`config.mk`:
```
export PLATFORM = sky130hd
export DESIGN_NAME = quadrature_tracker_with_interpolation
export DESIGN_NICKNAME = d
export VERILOG_FILES = /design/src/design/qtrk_pkg.sv /design/src/design/quadrature_tracker_with_interpolation.sv /design/src/design/qtrk_core.sv /design/src/design/qtrk_outq.sv
export SDC_FILE = /design/constraint.sdc
export NUM_CORES = 1
export LEC_CHECK = 0
export ABC_AREA = 1
export BUFFER_PORTS_ARGS = -buffer_cell sky130_fd_sc_hd__buf_2
export CAP_MARGIN = 20
export CORE_MARGIN = 5
export CORE_UTILIZATION = 55
export CTS_BUF_LIST = sky130_fd_sc_hd__clkbuf_8
export CTS_CLUSTER_SIZE = 16
export DETAILED_ROUTE_END_ITERATION = 8
export HOLD_SLACK_MARGIN = 0.15
export PLACE_DENSITY = 0.71
export SLEW_MARGIN = 15
export SYNTH_ARGS = -nofsm -noshare
export SYNTH_HDL_FRONTEND = slang
export SYNTH_SLANG_ARGS = --single-unit
```
`constraint.sdc`:
```
create_clock -name clk_i -period 4.3 [get_ports clk_i]
set_clock_uncertainty 0.2 [all_clocks]
set_input_delay 0 -clock clk_i [delete_from_list [all_inputs] [get_ports clk_i]]
set_output_delay 0 -clock clk_i [all_outputs]
set_load 0.005 [all_outputs]
```
`src/design/qtrk_pkg.sv`:
```
`default_nettype none

package qtrk_pkg;

  // Input command codes.
  typedef enum logic [1:0] {
    CMD_EDGE_A = 2'd0,
    CMD_EDGE_B = 2'd1,
    CMD_TICK   = 2'd2,
    CMD_ZERO   = 2'd3
  } cmd_e;

  // Result kinds.
  localparam logic KIND_POSITION  = 1'b0;
  localparam logic KIND_DIRECTION = 1'b1;

  // Configuration register indexes.
  localparam int unsigned CfgIdxWidth = 2;
  localparam logic [CfgIdxWidth-1:0] REG_MIN_INTERVAL = 2'd0;
  localparam logic [CfgIdxWidth-1:0] REG_MAX_INTERVAL = 2'd1;

  // Interpolation phase codes.
  localparam logic [2:0] PHASE_CW       = 3'd0;
  localparam logic [2:0] PHASE_CW_HALF  = 3'd1;
  localparam logic [2:0] PHASE_CCW_HALF = 3'd2;
  localparam logic [2:0] PHASE_CCW      = 3'd3;
  localparam logic [2:0] PHASE_IDLE     = 3'd4;

  // Reset values of configuration and timing state.
  localparam logic [15:0] MIN_INTERVAL_RST = 16'd64;
  localparam logic [15:0] MAX_INTERVAL_RST = 16'd30000;
  localparam logic [15:0] PERIOD_RST       = 16'd15000;

  // One result beat.
  typedef struct packed {
    logic        kind;
    logic [15:0] position;
    logic        clockwise;
    logic        last;
  } result_t;

  // Results produced by one input item, packed from slot 0.
  typedef struct packed {
    logic [1:0] count;
    result_t    slot1;
    result_t    slot0;
  } result_pair_t;

endpackage

`default_nettype wire

```
`src/design/quadrature_tracker_with_interpolation.sv`:
```
`default_nettype none

// Channel  Handshake               Beat contents
// in       in_valid_i/in_stall_o   cmd, pin_a, pin_b
// out      out_valid_o/out_stall_i kind, position, clockwise, last
// cfg      cfg_valid_i/cfg_ready_o register index, 16-bit data
//
// One item is taken per cycle while in_stall_o is low; it is registered, then decoded in a single pass
// into zero, one or two result beats that enter a four-entry result queue.
// An accepted item passes through the input register and then a queue entry before its first beat is out.
// The output drains one beat per cycle while out_stall_i is low, so items that make two beats
// slow the input; in_stall_o rises when an item is held and the queue lacks two free slots.
// Asynchronous active-low reset restores the register defaults and idle phase.

module quadrature_tracker_with_interpolation #(
  parameter int unsigned POSITION_WIDTH = 16
) (
  input  wire logic                             clk_i,
  input  wire logic                             rst_ni,
  input  wire logic                             in_valid_i,
  output logic                                  in_stall_o,
  input  wire logic [1:0]                       in_cmd_i,
  input  wire logic                             in_pin_a_i,
  input  wire logic                             in_pin_b_i,
  output logic                                  out_valid_o,
  input  wire logic                             out_stall_i,
  output logic                                  out_kind_o,
  output logic signed [15:0]                    out_position_o,
  output logic                                  out_clockwise_o,
  output logic                                  out_last_o,
  input  wire logic                             cfg_valid_i,
  output logic                                  cfg_ready_o,
  input  wire logic [qtrk_pkg::CfgIdxWidth-1:0] cfg_index_i,
  input  wire logic [15:0]                      cfg_data_i
);

  logic       vld_q;
  logic [1:0] cmd_q;
  logic       pin_a_q, pin_b_q;
  logic       room, step, accept;
  qtrk_pkg::result_pair_t res;
  qtrk_pkg::result_t      head;

  // Input register stage.
  assign step       = vld_q && room;
  assign in_stall_o = vld_q && !room;
  assign accept     = in_valid_i && !in_stall_o;
  assign cfg_ready_o = 1'b1;

  always_ff @(posedge clk_i or negedge rst_ni) begin
    if (!rst_ni) begin
      vld_q <= 1'b0;
    end else begin
      vld_q <= accept || (vld_q && !step);
    end
  end

  always_ff @(posedge clk_i) begin
    if (accept) begin
      cmd_q   <= in_cmd_i;
      pin_a_q <= in_pin_a_i;
      pin_b_q <= in_pin_b_i;
    end
  end

  qtrk_core #(
    .POSITION_WIDTH(POSITION_WIDTH)
  ) u_core (
    .clk_i       (clk_i),
    .rst_ni      (rst_ni),
    .step_i      (step),
    .cmd_i       (cmd_q),
    .pin_a_i     (pin_a_q),
    .pin_b_i     (pin_b_q),
    .cfg_we_i    (cfg_valid_i),
    .cfg_index_i (cfg_index_i),
    .cfg_data_i  (cfg_data_i),
    .res_o       (res)
  );

  qtrk_outq u_outq (
    .clk_i   (clk_i),
    .rst_ni  (rst_ni),
    .push_i  (res),
    .room_o  (room),
    .valid_o (out_valid_o),
    .stall_i (out_stall_i),
    .data_o  (head)
  );

  assign out_kind_o      = head.kind;
  assign out_position_o  = head.position;
  assign out_clockwise_o = head.clockwise;
  assign out_last_o      = head.last;

endmodule

`default_nettype wire

```
`src/design/qtrk_core.sv`:
```
`default_nettype none

module qtrk_core #(
  parameter int unsigned POSITION_WIDTH = 16
) (
  input  wire logic                                 clk_i,
  input  wire logic                                 rst_ni,
  input  wire logic                                 step_i,
  input  wire logic [1:0]                           cmd_i,
  input  wire logic                                 pin_a_i,
  input  wire logic                                 pin_b_i,
  input  wire logic                                 cfg_we_i,
  input  wire logic [qtrk_pkg::CfgIdxWidth-1:0]     cfg_index_i,
  input  wire logic [15:0]                          cfg_data_i,
  output qtrk_pkg::result_pair_t                    res_o
);

  logic [15:0]               min_q, max_q;
  logic [POSITION_WIDTH-1:0] count_q, count_d;
  logic                      dir_q, dir_d;
  logic [2:0]                phase_q, phase_d;
  logic [15:0]               etimer_q, etimer_d;
  logic                      ovf_q, ovf_d;
  logic [15:0]               itimer_q, itimer_d;
  logic [15:0]               period_q, period_d;

  qtrk_pkg::cmd_e cmd;
  logic           cw;
  logic [15:0]    raised, interval, etimer_inc;
  logic [31:0]    count_ext;
  logic [15:0]    pos_new;
  qtrk_pkg::result_pair_t res;

  assign cmd = qtrk_pkg::cmd_e'(cmd_i);

  // Clamp the edge interval; an overflowed timer stands for the upper bound.
  always_comb begin
    raised   = (etimer_q < min_q) ? min_q : etimer_q;
    interval = ovf_q ? max_q : ((raised > max_q) ? max_q : raised);
  end

  assign etimer_inc = etimer_q + 16'd1;

  // Next state for the accepted item.
  always_comb begin
    count_d  = count_q;
    dir_d    = dir_q;
    phase_d  = phase_q;
    etimer_d = etimer_q;
    ovf_d    = ovf_q;
    itimer_d = itimer_q;
    period_d = period_q;
    cw       = (cmd == qtrk_pkg::CMD_EDGE_A) ? (pin_a_i == pin_b_i) : (pin_a_i != pin_b_i);
    unique case (cmd) inside
      qtrk_pkg::CMD_EDGE_A, qtrk_pkg::CMD_EDGE_B: begin
        count_d  = cw ? count_q + POSITION_WIDTH'(1) : count_q - POSITION_WIDTH'(1);
        dir_d    = cw;
        phase_d  = cw ? qtrk_pkg::PHASE_CW : qtrk_pkg::PHASE_CCW;
        etimer_d = '0;
        ovf_d    = 1'b0;
        itimer_d = '0;
        period_d = {1'b0, interval[15:1]};
      end
      qtrk_pkg::CMD_TICK: begin
        etimer_d = etimer_inc;
        if (etimer_inc == 16'd0) begin
          ovf_d = 1'b1;
        end
        if (itimer_q == period_q) begin
          itimer_d = '0;
          if (phase_q == qtrk_pkg::PHASE_CW) begin
            phase_d = qtrk_pkg::PHASE_CW_HALF;
          end else if (phase_q == qtrk_pkg::PHASE_CCW) begin
            phase_d = qtrk_pkg::PHASE_CCW_HALF;
          end
        end else begin
          itimer_d = itimer_q + 16'd1;
        end
      end
      qtrk_pkg::CMD_ZERO: begin
        count_d = '0;
        dir_d   = 1'b0;
      end
      default: begin
      end
    endcase
  end

  // Reported position: sign-extended count times two plus bit 0 of the phase code.
  assign count_ext = 32'(signed'(count_d));
  assign pos_new   = {count_ext[14:0], phase_d[0]};

  // Result beats for the item.
  always_comb begin
    res                 = '0;
    res.slot0.kind      = qtrk_pkg::KIND_POSITION;
    res.slot0.position  = pos_new;
    res.slot0.clockwise = dir_d;
    res.slot0.last      = 1'b1;
    res.slot1           = res.slot0;
    case (cmd) inside
      qtrk_pkg::CMD_EDGE_A, qtrk_pkg::CMD_EDGE_B: begin
        if (dir_q != cw) begin
          res.count           = 2'd2;
          res.slot0.kind      = qtrk_pkg::KIND_DIRECTION;
          res.slot0.position  = '0;
          res.slot0.last      = 1'b0;
        end else begin
          res.count = 2'd1;
        end
      end
      qtrk_pkg::CMD_TICK: begin
        if (phase_d != phase_q) begin
          res.count = 2'd1;
        end
      end
      default: begin
      end
    endcase
    if (!step_i) begin
      res.count = 2'd0;
    end
  end

  assign res_o = res;

  // Configuration registers.
  always_ff @(posedge clk_i or negedge rst_ni) begin
    if (!rst_ni) begin
      min_q <= qtrk_pkg::MIN_INTERVAL_RST;
      max_q <= qtrk_pkg::MAX_INTERVAL_RST;
    end else if (cfg_we_i) begin
      if (cfg_index_i == qtrk_pkg::REG_MIN_INTERVAL) begin
        min_q <= cfg_data_i;
      end else if (cfg_index_i == qtrk_pkg::REG_MAX_INTERVAL) begin
        max_q <= cfg_data_i;
      end
    end
  end

  // Tracking state.
  always_ff @(posedge clk_i or negedge rst_ni) begin
    if (!rst_ni) begin
      count_q  <= '0;
      dir_q    <= 1'b0;
      phase_q  <= qtrk_pkg::PHASE_IDLE;
      etimer_q <= '0;
      ovf_q    <= 1'b0;
      itimer_q <= '0;
      period_q <= qtrk_pkg::PERIOD_RST;
    end else if (step_i) begin
      count_q  <= count_d;
      dir_q    <= dir_d;
      phase_q  <= phase_d;
      etimer_q <= etimer_d;
      ovf_q    <= ovf_d;
      itimer_q <= itimer_d;
      period_q <= period_d;
    end
  end

endmodule

`default_nettype wire

```
`src/design/qtrk_outq.sv`:
```
`default_nettype none

module qtrk_outq (
  input  wire logic                   clk_i,
  input  wire logic                   rst_ni,
  input  wire qtrk_pkg::result_pair_t push_i,
  output logic                        room_o,
  output logic                        valid_o,
  input  wire logic                   stall_i,
  output qtrk_pkg::result_t           data_o
);

  localparam int unsigned Depth = 4;

  qtrk_pkg::result_t mem_q [Depth];
  logic [1:0] wptr_q, rptr_q;
  logic [2:0] cnt_q;
  logic       pop;

  assign valid_o = (cnt_q != 3'd0);
  assign room_o  = (cnt_q <= 3'd2);
  assign pop     = valid_o && !stall_i;
  assign data_o  = mem_q[rptr_q];

  // Result storage; slot 0 goes first.
  always_ff @(posedge clk_i) begin
    if (push_i.count != 2'd0) begin
      mem_q[wptr_q] <= push_i.slot0;
    end
    if (push_i.count == 2'd2) begin
      mem_q[wptr_q + 2'd1] <= push_i.slot1;
    end
  end

  // Pointers and fill level.
  always_ff @(posedge clk_i or negedge rst_ni) begin
    if (!rst_ni) begin
      wptr_q <= '0;
      rptr_q <= '0;
      cnt_q  <= '0;
    end else begin
      wptr_q <= wptr_q + push_i.count;
      rptr_q <= rptr_q + {1'b0, pop};
      cnt_q  <= cnt_q + {1'b0, push_i.count} - {2'b0, pop};
    end
  end

  // The queue never overfills.
  assert property (@(posedge clk_i) disable iff (!rst_ni) cnt_q <= 3'd4)
    else $error("result queue overfilled");

  // Results are only pushed while two entries are free.
  assert property (@(posedge clk_i) disable iff (!rst_ni)
    (push_i.count != 2'd0) |-> (cnt_q <= 3'd2))
    else $error("push without room");

  // A lone pop lowers the level by one.
  assert property (@(posedge clk_i) disable iff (!rst_ni)
    (pop && push_i.count == 2'd0) |=> (cnt_q == $past(cnt_q) - 3'd1))
    else $error("pop accounting broken");

endmodule

`default_nettype wire

```
# [Yosys cells after proc, flatten, opt, wreduce, memory -nomap -nowiden]
# Memory sizes are Yosys's and may differ from the RTL's.
# Index checks and enable logic that the tools add are counted.
[totals] ff_bits=112 ramBits=76 input_bits=27 output_inout_bits=22 mem_count=1
[mem_list] memory="u_outq.mem_q" words=4 word_bits=19 read_ports=1 rd_ports_with_merged_regs=0 write_ports=2 line_no="qtrk_outq.sv:15" text="qtrk_pkg::result_t mem_q [Depth];"
[op_classes] add_sub_neg=9 n_lt_le_gt_ge=3 eq_ne=12 n_mux=30 n_bitwise=1 reduce_logical=25
[op_table] op="$pmux 16 s2" n=3
[op_table] op="$mux 16" n=5
[op_table] op="$add 16x1->16 const B" n=3
[op_table] op="$mux 17" n=2
[op_table] op="$eq 16x15->1" n=1
[op_table] op="$gt 16x16->1" n=1
[op_table] op="$logic_not 16->1" n=1
[op_table] op="$lt 16x16->1" n=1
[op_table] op="$sub 16x1->16 const B" n=1
[op_table] op="$mux 2" n=5
[op_table] op="$mux 1" n=9
[op_table] op="$mux 3" n=3
[op_table] op="$reduce_and 2->1" n=4
[op_table] op="$eq 2x2->1 const B" n=3
[op_table] op="$pmux 3 s2" n=1
[op_table] op="$reduce_and 3->1" n=2
[op_table] op="$reduce_bool 2->1" n=3
[op_table] op="$logic_and 1x1->1" n=5
[op_table] op="$eq 2x1->1 const B" n=2
[op_table] op="$logic_not 1->1" n=4
[op_table] op="$logic_not 2->1" n=2
[op_table] op="$pmux 1 s2" n=2
[op_table] op="$add 3x2->3" n=1
[op_table] op="$eq 3x2->1 const B" n=1
[op_table] op="14 further kinds" n=15

# [Longest topological paths before layout]
# Gate-level depths: netlist of the first run.
[logic_depth] depth_word=13 mapped_depth=26 ltp_nobuf=24

# [Hierarchy]
# From an unflattened synthesis of the first run, not the netlist that was laid out.
[unflattened] hier_cells=1473 area_unflattened_um2=11369.7
[modules_own_cells] module="qtrk_core" n_inst=1 cells_each=1008 area_each_um2=7001.7
[modules_own_cells] module="qtrk_outq" n_inst=1 cells_each=450 area_each_um2=4171.5
[modules_own_cells] module="quadrature_tracker_with_interpolation" n_inst=1 cells_each=15 area_each_um2=196.4

# [Worst setup path after synthesis of the first run]
# No wires, ideal clock.
[synth_timing] path_type="register to register" from="reg u_core.min_q[6]" to="reg u_core.period_q[10]" setup_ns=0.116 arrival_time_ns=3.301 t_required_ns=3.984 slack_ns=0.682 stages_incl_launch_ff=27 n_path_buf=2 synth_period_minus_slack_ns=3.618 path_cell_list="dfstp_2 inv_1 ha_1 nand2_1 inv_1 nand4_1 o211ai_1 nand3_1 nand2_1 buf_2 nand2_1 nand2_1 inv_1 ha_1 nand2_1 inv_1 nand3_1 a31oi_1 a31oi_1 nand4_1 nand2_1 nand2_1 inv_1 clkbuf_1 nand2_1 nand2_1 nand2_1"
[synth_between] elab_chain_len=5
[synth_rtl] item="start, declared" line_no="qtrk_core.sv:18" text="logic [15:0] min_q, max_q;"
[synth_rtl] item="start signal, assigned" line_no="qtrk_core.sv:130" text="min_q <= qtrk_pkg::MIN_INTERVAL_RST;"
[synth_rtl] item="start signal, assigned" line_no="qtrk_core.sv:134" text="min_q <= cfg_data_i;"
[synth_rtl] item="$lt 16x16->1" line_no="qtrk_core.sv:38" text="raised = (etimer_q < min_q) ? min_q : etimer_q;"
[synth_rtl] item="$mux 16 *" line_no="qtrk_core.sv:38"
[synth_rtl] item="$gt 16x16->1" line_no="qtrk_core.sv:39" text="interval = ovf_q ? max_q : ((raised > max_q) ? max_q : raised);"
[synth_rtl] item="$mux 16 * (2 in a row)" line_no="qtrk_core.sv:39"
[synth_rtl] item="end signal, assigned" line_no="qtrk_core.sv:150" text="period_q <= qtrk_pkg::PERIOD_RST;"
[synth_rtl] item="end signal, assigned" line_no="qtrk_core.sv:158" text="period_q <= period_d;"
[synth_rtl] item="end, declared" line_no="qtrk_core.sv:25" text="logic [15:0] period_q, period_d;"
# Every way passes the cells marked *; elsewhere a longest branch is shown, timed or not.
# A chain may end at the register's enable or synchronous reset.

# [Final worst setup path of the first run]
[layout_timing] from="reg u_core.etimer_q[3]" to="reg u_core.period_q[9]"
[layout_between] elab_chain_len=5
[layout_rtl] item="start, declared" line_no="qtrk_core.sv:22" text="logic [15:0] etimer_q, etimer_d;"
[layout_rtl] item="start signal, assigned" line_no="qtrk_core.sv:155" text="etimer_q <= etimer_d;"
[layout_rtl] item="$lt 16x16->1" line_no="qtrk_core.sv:38"
[layout_rtl] item="$mux 16 *" line_no="qtrk_core.sv:38"
[layout_rtl] item="$gt 16x16->1" line_no="qtrk_core.sv:39"
[layout_rtl] item="$mux 16 * (2 in a row)" line_no="qtrk_core.sv:39"
# Marked as above.

==> flow_summary.json, run 1 <==
{
  "rsz0062_at_grt": "false",
  "synth_compound_area_share_pct": 16.9,
  "synth-xor-area-share_pct": 1.64,
  "timing_hold_violations_final": 0,
  "crit_start": "u_core.etimer_q[3]",
  "r2r-end": "u_core.period_q[9]",
  "worst_slew_pin_slew_ns": 0.927,
  "period_share_pct": 89.6,
  "drc": 0,
  "r2r-start": "u_core.etimer_q[3]",
  "synth_top_family_by_area": "simple AND/OR/NAND/NOR gates",
  "wl_mm": 26.2,
  "wl_per_cell_microns": 15.7,
  "start_util_pct": 55.3,
  "synth_top_flop_cell": "dfrtp_1",
  "relSlewSlack_pct": 38.1,
  "clock-sinks": 187,
  "port_buffers": 47,
  "grt_usage_pct": 24.2,
  "hold_path.class": "in -> reg",
  "r2r_slack_ns": 0.45,
  "synth_nets": 1401,
  "grt_pass1_vias": 8701,
  "fin_setup_tns_ns": 0,
  "critPathCaptureType": "flip-flop",
  "cp.required_ns": 4.49,
  "status": "complete, no violations",
  "die_x_microns": 149,
  "critPathLaunchType": "flip-flop",
  "synth.ff_latch_count": 187,
  "postRouteAntennaNets": 0,
  "die_area_sq_um": 22300,
  "grt_pass1_wl_mm": 43.2,
  "clkLatencyLatePin_ns": 0.47,
  "area_growth_pct": 12.7,
  "htree_levels": 4,
  "diodes": 0,
  "critPathKind": "reg -> reg",
  "ios": 49,
  "final_max_slew_viol_count": 0,
  "cts_tree": "built",
  "syn_avg_cell_area_sq_um": 8.08,
  "clock-root-buffer": "clkbuf_8",
  "synth-simple-area-share_pct": 18.9,
  "cts_buffer_depth": 2,
  "cts_buffers": 17,
  "viasPerCell": 5.42,
  "syn_area_sq_um": 10700,
  "cp_max_fo": 17,
  "finalNetCount": 1477,
  "row_count": 51,
  "drt_iter0_drc": 568,
  "ir_drop_mv": 0.307,
  "core_area_sq_um": 19300,
  "dr.pass1.iters": 5,
  "maxCapViolations": 0,
  "synth_cells": 1320,
  "via_count": 9065,
  "leakagePower_nw": 5.44,
  "antenna_found_initial": 0,
  "ys_seq_area_share_pct": 47.1,
  "min_period_ns": 3.85,
  "dp_hpwl_mm": 17.5,
  "post_cts_buffers": 0,
  "die_h_microns": 149,
  "clk_pin_slew_ns": 0.11,
  "grt_max_degree": 60,
  "drive_gt1_share_pct": 10.1,
  "ys_warn_count": 0,
  "synth_cell_type_count": 44,
  "fmax_mhz": 260,
  "async_reset_ff_share_pct": 57.2,
  "synth_fa_ha_area_share_pct": 6.48,
  "synthMuxAreaShare_pct": 0,
  "crit_arrival_ns": 4.04,
  "r2r_cells": 23,
  "final_util_pct": 62.3,
  "setup_viol": 0,
  "p_per_area_nw_per_um2": 614,
  "endpoint": "u_core.period_q[9]",
  "grt_overflow": 0,
  "synth_edf_count": 72,
  "gp_congestion": 0.901
}
-- cells by family (layout without fill, tap and decap cells) --
kind of cell / after synthesis / in the layout
fa+ha+maj: 54 / 54
xor+xnor: 20 / 20
buf+inv: 242 / 331
compound gates: 339 / 339
flops: 187 / 187
simple gates: 477 / 477
other cells: 1 / 1
-- layer usage --
metal	GRT usage [%]	vias to the layer above	share of wire, %
met1	30.1	4202	42
met4	9.98	0	3.4
li1	-	4532	-
met5	0	-	0
met3	3.43	62	4.8
met2	42.3	269	50
-- timing repair --
item                                    in CTS  in global routing
hold buffers                                43                  2
resized for setup                            0                  0
endpoints found under the setup margin       0                  0
endpoints found under the hold margin      114                 11
-- worst min-delay path by stage --
| stage | startpoint | to | slack [ns] | cells after the start |
|---|---|---|---|---|
| 6_report | cfg_data_i[3] | u_core.max_q[3] | 0.17 | 4 |
| 5_1_grt | cfg_data_i[3] | u_core.max_q[3] | 0.17 | 4 |
| 4_1_cts | cfg_data_i[3] | u_core.max_q[3] | 0.15 | 4 |
| 3_5_place_dp | in_pin_a_i | pin_a_q | -0.02 | 1 |
| 3_3_place_gp | rst_ni | u_core.min_q[12] | -0.02 | 1 |
| 2_1_floorplan | rst_ni | u_core.count_q[0] | -0.50 | 0 |
-- worst max-delay path, cell delays in order, from the launching register on --
cell and delay, ns:
dfrtp_1 0.46, ha_1 0.32, nand2_1 0.05, o21ai_0 0.16, nand4_1 0.09, o211ai_1 0.09
nand3_1 0.12, nand2_1 0.43, nand2_1 0.09, nand2_1 0.10, inv_1 0.05, ha_1 0.29
nand2_1 0.07, inv_1 0.06, nand3_1 0.09, a31oi_1 0.05, a31oi_1 0.17, nand4_1 0.10
nand2_1 0.07, nand2_1 0.06, inv_1 0.36, nand2_1 0.12, nand2_1 0.10, nand2_1 0.06
-- synth_stat cells, types with 3 or more instances --
library cell	count	area [sq um]
inv_1	178	668
a31oi_1	7	43.8
nand3_1	50	250
dfrtp_1	91	2280
nor3_1	11	55.1
o31ai_1	3	22.5
buf_6	4	45.0
xnor2_1	3	26.3
nor2_1	89	334
o21ai_1	3	15.0
nand2_1	300	1130
o21ai_0	132	661
dfstp_2	16	420
inv_2	13	48.8
a21boi_1	4	30.0
dfxtp_1	8	160
a21oi_1	140	701
nand3_4	5	87.6
edfxtp_1	72	2160
clkbuf_1	39	146
ha_1	52	651
nor2_2	4	25.0
o22ai_1	39	244
xor2_1	17	149
nand4_1	8	50.1
buf_1	4	15.0
-- where the power goes --
group | internal [W] | switching, W | total, W
clock | 0.000480 | 0.000702 | 0.00118
sequential | 0.00244 | 0.000249 | 0.00269
combinational | 0.00116 | 0.00234 | 0.00350
-- flip-flops by register name (all words and copies together), names as in the netlist, 3 cells and up --
| name | count |
|---|---|
| u_outq.mem_q | 76 |
| u_core.etimer_q | 16 |
| u_core.itimer_q | 16 |
| u_core.max_q | 16 |
| u_core.min_q | 16 |
| u_core.count_q | 15 |
| u_core.period_q | 15 |
| u_core.phase_q | 3 |
| u_outq.cnt_q | 3 |
-- placed cells by master (no fill, tap or decap), types with 3 or more instances in the layout --
master         Yosys  final
nor2_1            89     89
dfxtp_1            8      8
inv_6              0      6
o21ai_1            3      3
a31oi_1            7      7
inv_8              0      3
nand3_4            5      5
ha_1              52     52
inv_2             13     13
xnor2_1            3      3
xor2_1            17     17
nor2_2             4      4
clkbuf_8           0     17
buf_2              2     46
nor3_1            11     11
nand4_1            8      8
nand3_1           50     50
buf_4              2     15
dfstp_2           16     16
dfrtp_1           91     91
dlygate4sd3_1      0     44
inv_1            178    177
o21ai_0          132    132
a21boi_1           4      4
a21oi_1          140    139
o22ai_1           39     39
edfxtp_1          72     72
o31ai_1            3      3
nand2_1          300    300
clkinvlp_4         0      4
-- metrics by stage --
stage	setup slack, ns	std cells	power (W)	instance area [sq um]	hold slack [ns]
final	0.448	1674	0.00737	12000	0.174
after detailed placement	0.559	1595	0.00615	11100	-0.0193
after CTS	0.508	1670	0.00735	11900	0.151
after floorplan	0.682	1320	0.00517	10700	-0.496
after global routing	0.00290	1674	0.00800	12000	0.174
after global placement	0.594	1595	0.00606	11100	-0.0212
-- final cells by class --
cell class | count | area (sq um)
repair buffers | 108 | 853
inverters | 191 | 717
flip-flops and latches | 187 | 5020
clock inverters | 15 | 151
fillers | 1688 | 7260
clock buffers | 17 | 234
multi-input cells | 891 | 4710
well taps | 265 | 332
Power figures use the tool's default switching activity.
==> run 2, diff against run 1 <==
BUFFER_PORTS_ARGS = -buffer_cell sky130_fd_sc_hd__buf_4   (was -buffer_cell sky130_fd_sc_hd__buf_2)
==> run 2 against run 1 <==
Compared with the run above:
- setup slack improved by 0.036 ns
- sequential cell count did not move
- critical path depth did not move
- cell count fell by 0.12%
- fmax rose by 0.94%
- die area did not move
- routed wire length fell by 0.38%
- first-iteration DRC count rose by 8.1%
- count of clock-buffer cells in the layout did not move
- clock power barely moved
- sequential power barely moved
==> flow_summary.json, run 2 (synthesis results as in run 1) <==
{
  "status": "complete, no violations",
  "cts-resized-gates": 0,
  "r2r_slack_ns": 0.48,
  "layout_common_cells": "nand2_1, inv_1, a21oi_1, o21ai_0, dfrtp_1",
  "grt_max_degree": 60,
  "clkLatencyLatePin_ns": 0.49,
  "crit_arrival_ns": 4.04,
  "min_period_ns": 3.82,
  "antenna_found_initial": 1,
  "clock-root-buffer": "clkbuf_8",
  "die_area_sq_um": 22300,
  "cts_buffer_depth": 2,
  "grt_overflow": 0,
  "hold_ws_ns": 0.180,
  "htree_levels": 4,
  "core_area_sq_um": 19300,
  "r2r-start": "u_core.etimer_q[3]",
  "gp_congestion": 0.929,
  "wl_mm": 26.1,
  "dr.pass1.iters": 5,
  "grt_usage_pct": 24.5,
  "p_per_area_nw_per_um2": 619,
  "final_util_pct": 62.7,
  "postRouteAntennaNets": 0,
  "drive_gt1_share_pct": 10.1,
  "period_share_pct": 88.7,
  "r2r-end": "u_core.period_q[9]",
  "final_max_slew_viol_count": 0,
  "start_util_pct": 55.3,
  "worst_slew_pin_slew_ns": 1.03,
  "area_growth_pct": 13.4,
  "largest_register": "u_outq.mem_q",
  "hold-path-endpoint": "u_core.max_q[3]",
  "fmax_mhz": 262,
  "r2r_cells": 23,
  "via_count": 8992,
  "row_count": 51,
  "critPathLaunchType": "flip-flop",
  "timing_hold_violations_final": 0,
  "ir_drop_mv": 0.316,
  "grt_pass1_vias": 8700,
  "leakagePower_nw": 5.49,
  "clk_pin_slew_ns": 0.11,
  "clock-sinks": 187,
  "die_x_microns": 149,
  "viasPerCell": 5.38,
  "cp.required_ns": 4.53,
  "cts_tree": "built",
  "final_cells": 1672,
  "wl_per_cell_microns": 15.6,
  "port_buffers": 47,
  "ios": 49,
  "critPathKind": "reg -> reg",
  "hold_path.class": "in -> reg",
  "numPlacedInstances": 1597,
  "fin_setup_tns_ns": 0,
  "relSlewSlack_pct": 31.1,
  "hp-start": "cfg_data_i[3]",
  "cts_buffers": 17,
  "drt_iter0_drc": 614,
  "die_h_microns": 149,
  "finalNetCount": 1474,
  "rsz0062_at_grt": "false",
  "critPathCaptureType": "flip-flop",
  "fill_cells": 1669,
  "largest_reg_flops": 76,
  "cp_max_fo": 17,
  "grt_pass1_wl_mm": 43.1,
  "finalPower_w": 0.00749,
  "drc": 0,
  "dp_hpwl_mm": 17.8,
  "hold_depth": 4,
  "mostFrequentLayoutCell": "nand2_1",
  "maxCapViolations": 0,
  "setup_viol": 0
}
==> run 2: per-layer routing <==
metal	global-route usage (%)	part of all wire (%)
met2	41.7	50
met4	11.2	3.7
met1	30.9	42
met3	3.65	4.3
met5	0	0
==> run 2: worst max path at each step <==
| stage | startpoint | endpoint | slack (ns) | cells past startpoint |
|---|---|---|---|---|
| global placement | u_core.etimer_q[3] | u_core.period_q[10] | 0.62 | 23 |
| floorplan | u_core.min_q[6] | u_core.period_q[10] | 0.68 | 26 |
| global route | u_core.min_q[6] | u_core.period_q[14] | 0.06 | 22 |
| detailed placement | u_core.etimer_q[1] | u_core.period_q[9] | 0.56 | 23 |
| finish | u_core.etimer_q[3] | u_core.period_q[9] | 0.48 | 23 |
| CTS | u_core.etimer_q[3] | u_core.period_q[14] | 0.54 | 23 |
==> run 2: what timing repair did <==
item                                   in CTS  in global routing
endpoints found under the hold margin     115                  0
hold buffers                               42                  0
setup buffers                               0                  0
==> run 2: through the flow <==
| stage | area, sq um | setup WS [ns] |
|---|---|---|
| detailed placement | 11200 | 0.560 |
| floorplan | 10700 | 0.682 |
| global route | 12100 | 0.0596 |
| finish | 12100 | 0.484 |
| global placement | 11200 | 0.620 |
| CTS | 12100 | 0.537 |
==> run 2: final cells by class <==
type	count	area [sq um]	area share (%)
sequential	187	5020	41.5
multi-input combinational	891	4710	38.9
timing repair buffer	105	911	7.53
inverter	191	717	5.93
tap	265	332	2.74
clock buffer	17	234	1.94
clock inverter	15	169	1.40
antenna	1	2.50	0.0207
==> run 2: critical path, stage by stage (launching register included) <==
cell and delay, ns:
dfrtp_1 0.45, ha_1 0.33, nand2_1 0.05, o21ai_0 0.17, nand4_1 0.10, o211ai_1 0.10, nand3_1 0.12, nand2_1 0.40
nand2_1 0.15, nand2_1 0.14, inv_1 0.06, ha_1 0.29, nand2_1 0.08, nor2_1 0.05, nand2_1 0.06, o211ai_1 0.08
nand2_1 0.07, nand4_1 0.08, nand2_1 0.07, nand2_1 0.06, inv_1 0.36, nand2_1 0.15, nand2_1 0.10, nand2_1 0.05
==> run 2: power breakdown <==
group	total, W	switching (W)	internal [W]
registers	0.00268	0.000243	0.00244
clock network	0.00121	0.000722	0.000493
logic	0.00359	0.00236	0.00123
==> run 3, diff against run 2 <==
PLACE_DENSITY = 0.7   (was 0.71)
SYNTH_HIERARCHICAL = 1   (was not set)
==> run 3 against run 2 <==
Compared with the run above:
- worst hold slack improved by 0.0055 ns
- critical endpoint is now u_core/period_q[14]
- synthesized area increased by 6.6%
- die area increased by 6.2%
- sequential cell count did not move
- routed wire length rose by 3.7%
- sequential power grew 7%
- count of clock-buffer cells in the layout unchanged
- combinational power rose by 24%
==> flow_summary.json, run 3 <==
{
  "die_x_microns": 154,
  "fin_setup_tns_ns": 0,
  "cp_max_fo": 32,
  "cts_buffers": 17,
  "rsz0062_at_grt": "false",
  "synth_top_area_share_pct": 21.1,
  "ys_seq_area_share_pct": 44.9,
  "largest_register": "u_outq/mem_q",
  "synth_cells": 1473,
  "syn_area_sq_um": 11400,
  "synth.ff_latch_count": 187,
  "period_share_pct": 89.4,
  "synth_top_flop_cell": "dfrtp_1",
  "critPathCaptureType": "flip-flop",
  "relSlewSlack_pct": 30.4,
  "min_period_ns": 3.85,
  "fmax_mhz": 260,
  "async_reset_ff_share_pct": 57.2,
  "clk_pin_slew_ns": 0.11,
  "port_buffers": 47,
  "ys_warn_count": 6,
  "synth_nets": 1552,
  "grt_max_degree": 62,
  "layout_common_cells": "nand2_1, inv_1, o21ai_0, nor2_1, dfrtp_1",
  "clock-sinks": 187,
  "crit_arrival_ns": 4.00,
  "final_util_pct": 62.6,
  "largest_reg_flops": 76,
  "postRouteAntennaNets": 0,
  "clkLatencyLatePin_ns": 0.47,
  "worst_slew_pin_slew_ns": 1.04,
  "critPathKind": "reg -> reg",
  "antenna_found_initial": 0,
  "yosysTopAreaCell": "edfxtp_1",
  "start_util_pct": 56.0,
  "ir_drop_mv": 0.441,
  "synthTopCellsByArea": "edfxtp_1, dfrtp_1, nand2_1",
  "htree_levels": 4,
  "dr.pass1.iters": 8,
  "maxCapViolations": 0,
  "grt_usage_pct": 23.7,
  "diodes": 0,
  "finalNetCount": 1614,
  "ios": 49,
  "die_h_microns": 154,
  "wl_mm": 27.1,
  "placed_cell_area_sq_um": 11800,
  "design_area_sq_um": 12700,
  "synthTopCellsByCount": "nand2_1, inv_1, o21ai_0, nor2_1, dfrtp_1",
  "leakagePower_nw": 5.84,
  "drive_gt1_share_pct": 10.2,
  "synth_edf_count": 80,
  "final_max_slew_viol_count": 0,
  "hold_path.class": "in -> reg",
  "cts_buffer_depth": 2,
  "grt_pass1_vias": 9160,
  "yosysMostFrequentCell": "nand2_1",
  "p_per_area_nw_per_um2": 674,
  "wl_per_cell_microns": 14.9,
  "synth_cell_type_count": 49,
  "via_count": 9665,
  "viasPerCell": 5.32,
  "critPathLaunchType": "flip-flop",
  "grt_overflow": 0,
  "area_growth_pct": 11.7,
  "timing_hold_violations_final": 0,
  "dp_hpwl_mm": 18.5,
  "core_area_sq_um": 20300,
  "clock-root-buffer": "clkbuf_8",
  "drt_iter0_drc": 733,
  "status": "complete, no violations",
  "post_cts_buffers": 0,
  "die_area_sq_um": 23600,
  "grt_pass1_wl_mm": 46.0,
  "row_count": 52,
  "syn_avg_cell_area_sq_um": 7.72,
  "cp.required_ns": 4.45,
  "cts_tree": "built",
  "drc": 0,
  "setup_viol": 0,
  "gp_congestion": 0.894,
  "mostFrequentLayoutCell": "nand2_1"
}
run 3: cell types whose count changed after synthesis, sizes merged, moves of 4 or more:
| cell | previous run | this run |
|---|---|---|
| clkbuf | 39 | 25 |
| o21ai | 135 | 236 |
| o22ai | 39 | 21 |
| nand3 | 55 | 39 |
| dfxtp | 8 | 0 |
| xor2 | 17 | 13 |
| a21boi | 6 | 0 |
| edfxtp | 72 | 80 |
| a21oi | 141 | 56 |
| nand2 | 303 | 415 |
| buf | 12 | 37 |
| nor2 | 95 | 139 |
run 3: metal layers:
| metal | GRT usage (%) | vias to the layer above | part of all wire (%) | wire [microns] |
|---|---|---|---|---|
| li1 | - | 4926 | - | - |
| met1 | 34.9 | 4418 | 47 | 12900 |
| met2 | 37.1 | 294 | 45 | 12200 |
| met3 | 4.33 | 27 | 6.4 | 1750 |
| met4 | 5.13 | 0 | 1.2 | 314 |
| met5 | 0 | - | 0 | 0 |
run 3: cell families (layout without fill, tap and decap cells):
| group | count (synthesis) | after routing | synth area share [%] |
|---|---|---|---|
| AO/OA/AOI/OAI | 336 | 336 | 15.6 |
| XOR/XNOR | 17 | 17 | 1.61 |
| adder cells (fa/ha/maj) | 52 | 52 | 5.85 |
| buffers and inverters | 256 | 331 | 9.68 |
| flip-flops | 187 | 187 | 44.9 |
| other | 3 | 3 | 0.0990 |
| AND/OR/NAND/NOR | 622 | 622 | 22.3 |
run 3: layout make-up:
cell class | instances | area, sq um
timing repair buffer | 105 | 907
multi-input combinational | 1030 | 5190
clock inverter | 15 | 196
fill | 1782 | 7600
tap | 270 | 338
sequential | 187 | 5100
inverter | 194 | 733
clock buffer | 17 | 234
run 3: critical path, stage by stage, from the launching register on:
cell	delay (ns)
dfstp_2	0.56
inv_1	0.05
ha_1	0.28
nand2_1	0.09
nor2_1	0.05
a211oi_1	0.18
nand2_1	0.08
nand2_1	0.07
nand2_2	0.30
o21ai_1	0.37
inv_1	0.08
ha_1	0.28
nand2_1	0.07
o21ai_0	0.20
nand2_1	0.08
nand2_1	0.07
nand2_1	0.05
nand2_1	0.06
nand2_1	0.06
nand2_2	0.09
buf_4	0.21
a21oi_1	0.08
nand2_1	0.12
nand2_1	0.05
run 3: worst paths after layout:
kind	depth (start not counted)	to	startpoint	slack, ns
max reg2reg	23	u_core/period_q[14]	u_core/min_q[6]	0.45
max	23	u_core/period_q[14]	u_core/min_q[6]	0.45
min in group asynchronous	3	u_core/max_q[12]	rst_ni	0.50
min reg2reg	2	u_core/phase_q[2]	u_core/phase_q[2]	0.28
min	4	u_core/max_q[1]	cfg_data_i[1]	0.19
max in group asynchronous	4	u_core/period_q[13]	rst_ni	2.83
run 3: stage by stage:
stage | hold slack, ns | power (W) | setup slack [ns] | std cells
2_1_floorplan | -0.496 | 0.00606 | 0.232 | 1473
3_3_place_gp | -0.0214 | 0.00716 | 0.564 | 1746
3_5_place_dp | -0.0202 | 0.00728 | 0.489 | 1746
4_1_cts | 0.154 | 0.00857 | 0.460 | 1815
5_1_grt | 0.197 | 0.00939 | 0.0176 | 1818
6_report | 0.186 | 0.00857 | 0.454 | 1818
run 3: report_power, final:
part / leakage (nW) / internal [W] / switching [W] / total, W
Clock: 0.214 / 0.000504 / 0.000732 / 0.00124
Sequential: 2.08 / 0.00261 / 0.000263 / 0.00287
Combinational: 3.55 / 0.00155 / 0.00291 / 0.00446
Total: 5.84 / 0.00466 / 0.00390 / 0.00857
run 3: what timing repair did:
action / CTS / global route
endpoints found under the setup margin: 0 / 13
hold endpoints to repair: 117 / 14
resized for setup: 0 / 1
hold buffers: 37 / 2
